**src/rtl/gamepad_report_parser_core_macros.svh**
```systemverilog
// ----------------------------------------------------------------------------
// Gamepad report parser assertion macros
// Shared assertion forms for the gamepad report parser, clocked on clk_i and
// disabled while rst_ni is low.
// ----------------------------------------------------------------------------
`ifndef GAMEPAD_REPORT_PARSER_CORE_MACROS_SVH
`define GAMEPAD_REPORT_PARSER_CORE_MACROS_SVH

// The consequent must hold in the same cycle as the antecedent.
`define GPRP_ASSERT_SAME(lbl, ante, cons, msg) \
  lbl: assert property (@(posedge clk_i) disable iff (!rst_ni) (ante) |-> (cons)) \
    else $error(msg);

// The consequent must hold in the cycle after the antecedent.
`define GPRP_ASSERT_NEXT(lbl, ante, cons, msg) \
  lbl: assert property (@(posedge clk_i) disable iff (!rst_ni) (ante) |=> (cons)) \
    else $error(msg);

`endif

```
**src/rtl/gprp_pkg.sv**
```systemverilog
// ----------------------------------------------------------------------------
// Gamepad report parser package
// Constants, codes and transaction types shared by the parser modules.
// ----------------------------------------------------------------------------
`timescale 1ns / 1ps

package gprp_pkg;

  localparam logic [7:0] HDR_FIRST  = 8'h00;
  localparam logic [7:0] HDR_SECOND = 8'h14;
  localparam logic [3:0] POS_MAX    = 4'd15;
  localparam logic [3:0] MIN_LAST   = 4'd14;
  localparam logic [3:0] CAP_FIRST  = 4'd2;
  localparam logic [3:0] CAP_LAST   = 4'd13;
  localparam int         CAP_COUNT  = 12;

  localparam logic [6:0] DEADZONE_RESET = 7'd8;
  localparam logic [6:0] DEADZONE_FULL  = 7'd127;
  localparam logic [7:0] SCALE_POS      = 8'd127;
  localparam logic [7:0] SCALE_NEG      = 8'd128;
  localparam logic [7:0] AXIS_MIN       = 8'h80;
  localparam logic [7:0] AXIS_MAX       = 8'h7F;

  localparam int QUEUE_DEPTH = 2;
  localparam int DIV_STEPS   = 8;

  localparam logic [3:0] PAD_N  = 4'd1;
  localparam logic [3:0] PAD_NE = 4'd2;
  localparam logic [3:0] PAD_E  = 4'd3;
  localparam logic [3:0] PAD_SE = 4'd4;
  localparam logic [3:0] PAD_S  = 4'd5;
  localparam logic [3:0] PAD_SW = 4'd6;
  localparam logic [3:0] PAD_W  = 4'd7;
  localparam logic [3:0] PAD_NW = 4'd8;

  typedef struct packed {
    logic [15:0] buttons;
    logic [7:0]  trig_left;
    logic [7:0]  trig_right;
    logic [7:0]  left_x;
    logic [7:0]  left_y;
    logic [7:0]  right_x;
    logic [7:0]  right_y;
    logic        pad_up;
    logic        pad_down;
    logic        pad_left;
    logic        pad_right;
  } report_t;

endpackage

```
**src/rtl/gprp_front.sv**
```systemverilog
// ----------------------------------------------------------------------------
// Gamepad report parser front end
// Accepts report bytes, checks the header and length, captures the fields
// and pushes one decoded transaction per valid report into the queue.
// ----------------------------------------------------------------------------
`timescale 1ns / 1ps

module gprp_front (
  input  logic              clk_i,
  input  logic              rst_ni,
  input  logic              in_valid_i,
  output logic              in_ready_o,
  input  logic [7:0]        data_byte_i,
  input  logic              last_byte_i,
  output logic              push_valid_o,
  input  logic              push_ready_i,
  output gprp_pkg::report_t push_data_o
);

  logic [3:0] pos_q, pos_d;
  logic       hdr_ok_q, hdr_ok_d;
  logic [7:0] cap_q [gprp_pkg::CAP_COUNT];
  logic [3:0] cap_idx;
  logic       accept;
  logic [3:0] pad;

  assign in_ready_o = push_ready_i;
  assign accept     = in_valid_i & push_ready_i;
  assign cap_idx    = pos_q - gprp_pkg::CAP_FIRST;

  always_comb begin
    pos_d    = pos_q;
    hdr_ok_d = hdr_ok_q;
    if (accept) begin
      if (pos_q == 4'd0 && data_byte_i != gprp_pkg::HDR_FIRST) begin
        hdr_ok_d = 1'b0;
      end
      if (pos_q == 4'd1 && data_byte_i != gprp_pkg::HDR_SECOND) begin
        hdr_ok_d = 1'b0;
      end
      if (pos_q != gprp_pkg::POS_MAX) begin
        pos_d = pos_q + 4'd1;
      end
      if (last_byte_i) begin
        pos_d    = '0;
        hdr_ok_d = 1'b1;
      end
    end
  end

  always_ff @(posedge clk_i or negedge rst_ni) begin
    if (!rst_ni) begin
      pos_q    <= '0;
      hdr_ok_q <= 1'b1;
    end else begin
      pos_q    <= pos_d;
      hdr_ok_q <= hdr_ok_d;
    end
  end

  always_ff @(posedge clk_i) begin
    if (accept && pos_q >= gprp_pkg::CAP_FIRST && pos_q <= gprp_pkg::CAP_LAST) begin
      cap_q[cap_idx] <= data_byte_i;
    end
  end

  // A report that ends here has at least fifteen bytes, so neither header
  // byte is the current one and the stored header flag is final.
  assign push_valid_o = accept & last_byte_i & hdr_ok_q & (pos_q >= gprp_pkg::MIN_LAST);

  assign pad = cap_q[0][3:0];

  always_comb begin
    push_data_o.buttons    = {cap_q[1], cap_q[0]};
    push_data_o.trig_left  = cap_q[2];
    push_data_o.trig_right = cap_q[3];
    push_data_o.left_x     = cap_q[5];
    push_data_o.left_y     = (cap_q[7] == gprp_pkg::AXIS_MIN) ? gprp_pkg::AXIS_MAX
                                                              : 8'(-cap_q[7]);
    push_data_o.right_x    = cap_q[9];
    push_data_o.right_y    = (cap_q[11] == gprp_pkg::AXIS_MIN) ? gprp_pkg::AXIS_MAX
                                                               : 8'(-cap_q[11]);
    push_data_o.pad_up    = (pad == gprp_pkg::PAD_N) || (pad == gprp_pkg::PAD_NE) ||
                            (pad == gprp_pkg::PAD_NW);
    push_data_o.pad_down  = (pad == gprp_pkg::PAD_SE) || (pad == gprp_pkg::PAD_S) ||
                            (pad == gprp_pkg::PAD_SW);
    push_data_o.pad_left  = (pad == gprp_pkg::PAD_SW) || (pad == gprp_pkg::PAD_W) ||
                            (pad == gprp_pkg::PAD_NW);
    push_data_o.pad_right = (pad == gprp_pkg::PAD_NE) || (pad == gprp_pkg::PAD_E) ||
                            (pad == gprp_pkg::PAD_SE);
  end

endmodule

```
**src/rtl/gprp_queue.sv**
```systemverilog
// ----------------------------------------------------------------------------
// Gamepad report parser queue
// Small first-in first-out buffer of decoded reports between the front end
// and the back end.
// ----------------------------------------------------------------------------
`timescale 1ns / 1ps

module gprp_queue #(
  parameter int Depth = gprp_pkg::QUEUE_DEPTH
) (
  input  logic              clk_i,
  input  logic              rst_ni,
  input  logic              push_valid_i,
  output logic              push_ready_o,
  input  gprp_pkg::report_t push_data_i,
  output logic              pop_valid_o,
  input  logic              pop_ready_i,
  output gprp_pkg::report_t pop_data_o
);

  localparam int AW = (Depth > 1) ? $clog2(Depth) : 1;
  localparam int CW = $clog2(Depth + 1);

  gprp_pkg::report_t mem_q [Depth];
  logic [AW-1:0] wr_ptr_q, wr_ptr_d;
  logic [AW-1:0] rd_ptr_q, rd_ptr_d;
  logic [CW-1:0] count_q, count_d;
  logic          push, pop;

  assign push_ready_o = (count_q != CW'(Depth));
  assign pop_valid_o  = (count_q != '0);
  assign push         = push_valid_i & push_ready_o;
  assign pop          = pop_valid_o & pop_ready_i;
  assign pop_data_o   = mem_q[rd_ptr_q];

  always_comb begin
    wr_ptr_d = wr_ptr_q;
    rd_ptr_d = rd_ptr_q;
    count_d  = count_q;
    if (push) begin
      wr_ptr_d = (wr_ptr_q == AW'(Depth - 1)) ? '0 : wr_ptr_q + AW'(1);
    end
    if (pop) begin
      rd_ptr_d = (rd_ptr_q == AW'(Depth - 1)) ? '0 : rd_ptr_q + AW'(1);
    end
    if (push && !pop) begin
      count_d = count_q + CW'(1);
    end else if (pop && !push) begin
      count_d = count_q - CW'(1);
    end
  end

  always_ff @(posedge clk_i or negedge rst_ni) begin
    if (!rst_ni) begin
      wr_ptr_q <= '0;
      rd_ptr_q <= '0;
      count_q  <= '0;
    end else begin
      wr_ptr_q <= wr_ptr_d;
      rd_ptr_q <= rd_ptr_d;
      count_q  <= count_d;
    end
  end

  always_ff @(posedge clk_i) begin
    if (push) begin
      mem_q[wr_ptr_q] <= push_data_i;
    end
  end

endmodule

```
**src/rtl/gprp_axis.sv**
```systemverilog
// ----------------------------------------------------------------------------
// Gamepad report parser stick axis lane
// Applies the deadzone to one signed stick value and rescales the rest with
// a restoring divider that yields one quotient bit per step.
// ----------------------------------------------------------------------------
`timescale 1ns / 1ps

module gprp_axis (
  input  logic              clk_i,
  input  logic              load_i,
  input  logic              step_i,
  input  logic signed [7:0] axis_i,
  input  logic [6:0]        deadzone_i,
  output logic [7:0]        result_o
);

  logic [7:0]  rem_q, num_lo_q, den_q, quo_q;
  logic        neg_q;
  logic        vneg, below, full;
  logic [7:0]  mag, dz8, diff;
  logic [14:0] num;
  logic [7:0]  den;
  logic [8:0]  trial;
  logic        fits;

  assign vneg  = axis_i[7];
  assign mag   = vneg ? 8'(-axis_i) : axis_i;
  assign dz8   = {1'b0, deadzone_i};
  assign below = (mag < dz8);
  assign diff  = mag - dz8;
  assign full  = !vneg && (deadzone_i == gprp_pkg::DEADZONE_FULL);

  always_comb begin
    if (below) begin
      num = '0;
      den = 8'd1;
    end else if (full) begin
      num = 15'(gprp_pkg::SCALE_POS);
      den = 8'd1;
    end else if (vneg) begin
      num = {diff, 7'd0};
      den = gprp_pkg::SCALE_NEG - dz8;
    end else begin
      num = {diff, 7'd0} - {7'd0, diff};
      den = gprp_pkg::SCALE_POS - dz8;
    end
  end

  assign trial = {rem_q, num_lo_q[7]};
  assign fits  = (trial >= {1'b0, den_q});

  always_ff @(posedge clk_i) begin
    if (load_i) begin
      rem_q    <= {1'b0, num[14:8]};
      num_lo_q <= num[7:0];
      den_q    <= den;
      quo_q    <= '0;
      neg_q    <= vneg;
    end else if (step_i) begin
      rem_q    <= fits ? 8'(trial - {1'b0, den_q}) : trial[7:0];
      num_lo_q <= {num_lo_q[6:0], 1'b0};
      quo_q    <= {quo_q[6:0], fits};
    end
  end

  assign result_o = neg_q ? 8'(-quo_q) : quo_q;

endmodule

```
**src/rtl/gprp_back.sv**
```systemverilog
// ----------------------------------------------------------------------------
// Gamepad report parser back end
// Takes decoded reports from the queue, shapes the four stick axes in
// parallel lanes and holds the finished result in the output register.
// ----------------------------------------------------------------------------
`timescale 1ns / 1ps

module gprp_back (
  input  logic              clk_i,
  input  logic              rst_ni,
  input  logic [6:0]        deadzone_i,
  input  logic              pop_valid_i,
  output logic              pop_ready_o,
  input  gprp_pkg::report_t pop_data_i,
  output logic              out_valid_o,
  input  logic              out_ready_i,
  output gprp_pkg::report_t out_data_o
);

  localparam int StepW = $clog2(gprp_pkg::DIV_STEPS);

  typedef enum logic [2:0] {
    ST_IDLE = 3'b001,
    ST_RUN  = 3'b010,
    ST_DONE = 3'b100
  } back_state_e;

  back_state_e       state_q, state_d;
  logic [StepW-1:0]  cnt_q, cnt_d;
  logic              out_valid_q, out_valid_d;
  gprp_pkg::report_t job_q, out_q, shaped;
  logic              load, step, out_free, out_load;
  logic [7:0]        lx, ly, rx, ry;

  assign out_free    = !out_valid_q || out_ready_i;
  assign pop_ready_o = (state_q == ST_IDLE);
  assign load        = pop_valid_i && (state_q == ST_IDLE);
  assign step        = (state_q == ST_RUN);
  assign out_load    = (state_q == ST_DONE) && out_free;

  gprp_axis u_lx (
    .clk_i, .load_i(load), .step_i(step), .axis_i(pop_data_i.left_x),
    .deadzone_i, .result_o(lx)
  );
  gprp_axis u_ly (
    .clk_i, .load_i(load), .step_i(step), .axis_i(pop_data_i.left_y),
    .deadzone_i, .result_o(ly)
  );
  gprp_axis u_rx (
    .clk_i, .load_i(load), .step_i(step), .axis_i(pop_data_i.right_x),
    .deadzone_i, .result_o(rx)
  );
  gprp_axis u_ry (
    .clk_i, .load_i(load), .step_i(step), .axis_i(pop_data_i.right_y),
    .deadzone_i, .result_o(ry)
  );

  always_comb begin
    state_d     = state_q;
    cnt_d       = cnt_q;
    out_valid_d = out_valid_q;
    if (out_valid_q && out_ready_i) begin
      out_valid_d = 1'b0;
    end
    case (state_q)
      ST_IDLE: begin
        if (pop_valid_i) begin
          state_d = ST_RUN;
          cnt_d   = '0;
        end
      end
      ST_RUN: begin
        cnt_d = cnt_q + StepW'(1);
        if (cnt_q == StepW'(gprp_pkg::DIV_STEPS - 1)) begin
          state_d = ST_DONE;
        end
      end
      ST_DONE: begin
        if (out_free) begin
          state_d     = ST_IDLE;
          out_valid_d = 1'b1;
        end
      end
      default: begin
        state_d = ST_IDLE;
      end
    endcase
  end

  always_ff @(posedge clk_i or negedge rst_ni) begin
    if (!rst_ni) begin
      state_q     <= ST_IDLE;
      cnt_q       <= '0;
      out_valid_q <= 1'b0;
    end else begin
      state_q     <= state_d;
      cnt_q       <= cnt_d;
      out_valid_q <= out_valid_d;
    end
  end

  always_comb begin
    shaped         = job_q;
    shaped.left_x  = lx;
    shaped.left_y  = ly;
    shaped.right_x = rx;
    shaped.right_y = ry;
  end

  always_ff @(posedge clk_i) begin
    if (load) begin
      job_q <= pop_data_i;
    end
    if (out_load) begin
      out_q <= shaped;
    end
  end

  assign out_valid_o = out_valid_q;
  assign out_data_o  = out_q;

endmodule

```
**src/rtl/gamepad_report_parser_core.sv**
```systemverilog
// Gamepad report parser.
// Report bytes enter on the input channel (in_valid_i, in_ready_o, data_byte_i,
// last_byte_i), one per cycle while in_ready_o is high. The transaction that
// carries last_byte_i ends the report; a report of at least fifteen bytes whose
// header is 0x00, 0x14 gives one result transaction on the output channel
// (out_valid_o, out_ready_i and the decoded fields). Other reports give nothing.
// The deadzone register is written through cfg_valid_i, cfg_ready_o and
// cfg_deadzone_i, and must only change while the parser is idle.
// The four stick dividers run side by side, eight steps of one quotient bit
// each, and the back end finishes one report before the next valid report can
// have fully arrived, so while the receiver keeps up, bytes are accepted at one
// per cycle indefinitely.
// A queue of QueueDepth reports and the output register decouple the input
// from a stalled receiver; once both are full, in_ready_o drops.
// Reset returns the byte position to zero, sets the header flag, empties the
// queue, clears the output valid and returns the deadzone to eight.
// ----------------------------------------------------------------------------
// Gamepad report parser top level
// Joins the front end, the report queue and the back end, and holds the
// deadzone register.
// ----------------------------------------------------------------------------
`timescale 1ns / 1ps

`include "gamepad_report_parser_core_macros.svh"

module gamepad_report_parser_core #(
  parameter int QueueDepth = gprp_pkg::QUEUE_DEPTH
) (
  input  logic              clk_i,
  input  logic              rst_ni,
  input  logic              cfg_valid_i,
  output logic              cfg_ready_o,
  input  logic [6:0]        cfg_deadzone_i,
  input  logic              in_valid_i,
  output logic              in_ready_o,
  input  logic [7:0]        data_byte_i,
  input  logic              last_byte_i,
  output logic              out_valid_o,
  input  logic              out_ready_i,
  output logic [15:0]       buttons_o,
  output logic [7:0]        trig_left_o,
  output logic [7:0]        trig_right_o,
  output logic signed [7:0] left_x_o,
  output logic signed [7:0] left_y_o,
  output logic signed [7:0] right_x_o,
  output logic signed [7:0] right_y_o,
  output logic              pad_up_o,
  output logic              pad_down_o,
  output logic              pad_left_o,
  output logic              pad_right_o
);

  logic [6:0]        deadzone_q;
  logic              push_valid, push_ready, pop_valid, pop_ready;
  gprp_pkg::report_t push_data, pop_data, out_data;

  assign cfg_ready_o = 1'b1;

  always_ff @(posedge clk_i or negedge rst_ni) begin
    if (!rst_ni) begin
      deadzone_q <= gprp_pkg::DEADZONE_RESET;
    end else if (cfg_valid_i) begin
      deadzone_q <= cfg_deadzone_i;
    end
  end

  gprp_front u_front (
    .clk_i,
    .rst_ni,
    .in_valid_i,
    .in_ready_o,
    .data_byte_i,
    .last_byte_i,
    .push_valid_o(push_valid),
    .push_ready_i(push_ready),
    .push_data_o (push_data)
  );

  gprp_queue #(
    .Depth(QueueDepth)
  ) u_queue (
    .clk_i,
    .rst_ni,
    .push_valid_i(push_valid),
    .push_ready_o(push_ready),
    .push_data_i (push_data),
    .pop_valid_o (pop_valid),
    .pop_ready_i (pop_ready),
    .pop_data_o  (pop_data)
  );

  gprp_back u_back (
    .clk_i,
    .rst_ni,
    .deadzone_i (deadzone_q),
    .pop_valid_i(pop_valid),
    .pop_ready_o(pop_ready),
    .pop_data_i (pop_data),
    .out_valid_o,
    .out_ready_i,
    .out_data_o (out_data)
  );

  assign buttons_o    = out_data.buttons;
  assign trig_left_o  = out_data.trig_left;
  assign trig_right_o = out_data.trig_right;
  assign left_x_o     = out_data.left_x;
  assign left_y_o     = out_data.left_y;
  assign right_x_o    = out_data.right_x;
  assign right_y_o    = out_data.right_y;
  assign pad_up_o     = out_data.pad_up;
  assign pad_down_o   = out_data.pad_down;
  assign pad_left_o   = out_data.pad_left;
  assign pad_right_o  = out_data.pad_right;

  // A report enters the queue only on the transaction that ends it.
  `GPRP_ASSERT_SAME(a_push_on_last, push_valid, in_valid_i && in_ready_o && last_byte_i,
    "report pushed without an accepted final byte")

  // A full queue always has a report for the back end.
  `GPRP_ASSERT_SAME(a_full_not_empty, !push_ready, pop_valid,
    "queue reports full and empty at once")

  // The direction flags decode one nibble, so opposite directions never pair.
  `GPRP_ASSERT_SAME(a_pad_exclusive, out_valid_o,
    !(pad_up_o && pad_down_o) && !(pad_left_o && pad_right_o),
    "opposite pad directions set together")

endmodule

```
**config.mk**
```make
export PLATFORM = sky130hd
export DESIGN_NAME = gamepad_report_parser_core
export DESIGN_NICKNAME = d
export VERILOG_FILES = /design/src/rtl/gprp_pkg.sv /design/src/rtl/gprp_front.sv /design/src/rtl/gprp_queue.sv /design/src/rtl/gprp_axis.sv /design/src/rtl/gprp_back.sv /design/src/rtl/gamepad_report_parser_core.sv
export VERILOG_INCLUDE_DIRS = /design/src /design/src/rtl
export SDC_FILE = /design/constraint.sdc
export NUM_CORES = 1
export LEC_CHECK = 0
export BUFFER_PORTS_ARGS = -buffer_cell sky130_fd_sc_hd__buf_4
export CORE_MARGIN = 2
export CORE_UTILIZATION = 50
export CTS_CLUSTER_SIZE = 40
export DETAILED_ROUTE_END_ITERATION = 6
export PLACE_DENSITY = 0.72
export SYNTH_ARGS = -nofsm -noshare
export SYNTH_HDL_FRONTEND = slang
export SYNTH_SLANG_ARGS = --single-unit
```
**constraint.sdc**
```tcl
create_clock -name clk_i -period 9 [get_ports clk_i]
set_input_delay 1.35 -clock clk_i [delete_from_list [all_inputs] [get_ports clk_i]]
set_output_delay 1.35 -clock clk_i [all_outputs]
set_load 0.005 [all_outputs]
```
==> impl_metrics.csv <==
group,metric,value,unit
synth,syn_inst,1869,
setup_path,worst_setup_path_end_kind,"flop",
setup_path,start_kind,"flop",
synth,synth_top_area_share,0.5371,
job,max_cap_viol_count,0,
setup_path,critPathLaunch,"u_queue.rd_ptr_q",
sta,slew_headroom,0.1745,
cells_and_area,fin_cells,2588,
grt,overflow,0,
synth,synth.largest_area_cell,"edfxtp_1",
sta,hold_viol,0,
place,port-buffer-count,90,
floorplan,io_pins,92,
power,max-vdd-ir-drop,0.2235,mV
clock_tree,post_cts_buffers,0,
cells_and_area,final_util,0.5691,
synth,synth_area_leaders,"edfxtp_1, ha_1, nand2_1, xnor2_1, dfxtp_1",
synth,synth_common_cells,"edfxtp_1, nand2_1, nor2_1, o21ai_0, ha_1",
floorplan,coreArea,44220,sq um
setup_path,arrival,6110,ps
grt,grt_use_total,0.2035,
run_status,status,"finished clean",
grt,grt_pass1_vias,14160,
power,power_density,369.6,nW/um^2
routing,vias_per_cell,5.619,
floorplan,die_y,215.5,um
routing,avgRoutedWirePerCell,18.21,um
routing,routed_wl,47.12,mm
synth,syn_area,22360,sq um
routing,drc,0,
clock_tree,numCtsBuffers,46,
sta,timing.fmax,175.9,MHz
clock_tree,postCtsHoldBufs,0,
synth,ys_seq_elements,459,
setup_path,required,9430,ps
synth,ys.warnings.count,0,
clock_tree,clk_path_buf_depth,3,
sta,setup_tns,0,ps
clock_tree,cts.sinks,459,
place,dpl.hpwl,32.46,mm
routing,vias,14540,
min_path,min_from,"u_back.job_q[54]",
routing,final_antenna_net_count,0,
synth,synth-edff-count,400,
synth,postSynth.asyncResetShare,0.05011,
grt,antenna_found_initial,1,
sta,fin_crit,5685,ps
setup_path,critPathKind,"flop to flop",
synth,syn_area_per_cell,11.97,sq um
power,leakage,9.326,nW
grt,grt_pass1_wl,75.22,mm
synth,ys.flop_type,"edfxtp_1",
clock_tree,cts_tree,"built",
clock_tree,cts_htree_levels,2,
cells_and_area,nets,2080,
cells_and_area,final_layout_size_suffix_gt1_frac,0.1253,
sta,tightest_slew,1231,ps
floorplan,dieArea,46440,sq um
place,gp_congestion,0.8897,
synth,ys_seq_area_frac,0.5952,
clock_tree,clock_latency,610,ps
floorplan,die_w,215.5,um
floorplan,row_count,77,
synth,ys_types,86,
routing,drt_iter0_drc,1198,
min_path,hold_path_class,"flop to flop",
synth,synth.most_common_cell,"edfxtp_1",
clock_tree,cts-root-buf,"clkbuf_16",
floorplan,start_util,0.5057,
setup_path,critPathMaxFanout,62,
sta,rsz0062_at_grt,"no",
grt,grt_max_degree,69,
routing,dr.pass1.iters,5,
clock_tree,cts_resized,0,
cells_and_area,area_delta_synth_final,12.54,%
sta,period_share,0.6316,
synth,syn_nets,1989,
cells_and_area,nFillCells,3524,
sta,maxSlewViolCount,0,
sta,skew,33.12,ps
sta,setup_viol,0,
cells_and_area,antenna_cells,0,
place,dpl.cell_count,2504,
setup_path,worstReg2RegStart,"u_queue.rd_ptr_q",
clock_tree,cts.reportedPaths.clkPinSlew,70,ps
==> critical path: stages, from the launching register on <==
cell and delay (ps):
dfrtp_4 990, buf_4 530, nand2_1 130, o21a_1 260
inv_1 400, o21ai_0 230, xor2_1 200, ha_1 350
o21ai_0 100, a21oi_1 170, o221ai_1 230, a21oi_1 210
xor2_1 100, ha_1 230, nor2_1 140, nand3_1 190
nor3_1 430, nor4bb_1 340, nor2_1 100, o22ai_1 140
==> registers in the layout, indices dropped and copies added (netlist names), 36 cells and up <==
register	flops
u_back.out_data_o	68
u_front.cap_q	64
u_back.job_q	36
u_queue.mem_q	136
==> kinds of logic after synthesis <==
kind of cell,count (synthesis),synth area share
AOI/OAI and AO/OA,357,0.1013
xor gates and xnor gates,137,0.05365
adders and majority gates,99,0.05807
buffers and inverters,145,0.02512
DFF,459,0.5952
muxes,93,0.04414
other,1,0.0001677
and+or+nand+nor,578,0.1224
==> metrics by stage <==
step                hold slack, ps  power (mW)  area [sq um]  setup WS (ps)
finish                       420.0       9.303         25170           3315
global route                 428.9       9.987         25170           2639
CTS                          422.0       9.327         25170           3335
floorplan                    400.3       6.489         22360           3638
global placement             407.5       7.315         23660           3575
detailed placement           407.2       7.441         23660           3383
==> where the power goes <==
group | total (mW) | switching [mW] | internal, mW
Combinational | 4.21 | 2.54 | 1.67
Clock | 1.86 | 0.812 | 1.05
Sequential | 3.23 | 0.269 | 2.96
Total | 9.30 | 3.62 | 5.68
==> final timing paths <==
check	end	slack, ps	cells after the start
setup / recovery	u_back.u_lx.rem_q[5]	3320	19
hold / removal	u_back.out_data_o[54]	420	0
setup reg to reg	u_back.u_lx.rem_q[5]	3320	19
hold reg to reg	u_back.out_data_o[54]	420	0
max in group asynchronous	u_back.state_q[0]	7920	1
min in group asynchronous	u_queue.rd_ptr_q	700	1
==> area by class of cell <==
cell class,count,area (sq um),area share
Tap cell,592,740.7,0.02943
Sequential cell,459,13320,0.5291
Clock inverter,27,261.5,0.01039
Timing Repair Buffer,101,758.2,0.03013
Inverter,87,329.1,0.01307
Multi-Input combinational cell,1265,8521,0.3386
Clock buffer,57,1242,0.04937
==> per-layer routing <==
| metal | GRT usage | up-vias | share of wire |
|---|---|---|---|
| li1 | - | 7023 | - |
| met1 | 0.2629 | 7058 | 0.43 |
| met2 | 0.3504 | 370 | 0.49 |
| met3 | 0.03636 | 90 | 0.050 |
| met4 | 0.06253 | 0 | 0.026 |
| met5 | 0 | - | 0 |
==> layout by cell type (no fill, tap or decap), types with 19 or more instances in the layout <==
master	netlist	final
mux2i_1	50	50
a21oi_1	70	70
nor3_1	39	38
dfxtp_1	36	36
or3_1	25	25
edfxtp_1	400	400
nand2b_1	29	29
nor2_1	140	137
o22ai_1	24	24
nand3_1	28	28
inv_1	86	84
buf_4	1	101
ha_1	91	91
clkbuf_16	0	46
xor2_1	52	52
xnor2_1	85	85
o21ai_0	127	127
nor2b_1	19	19
o31ai_1	23	23
dfrtp_1	20	19
mux2_2	42	42
nand2_1	209	209
Power figures use the tool's default switching activity.
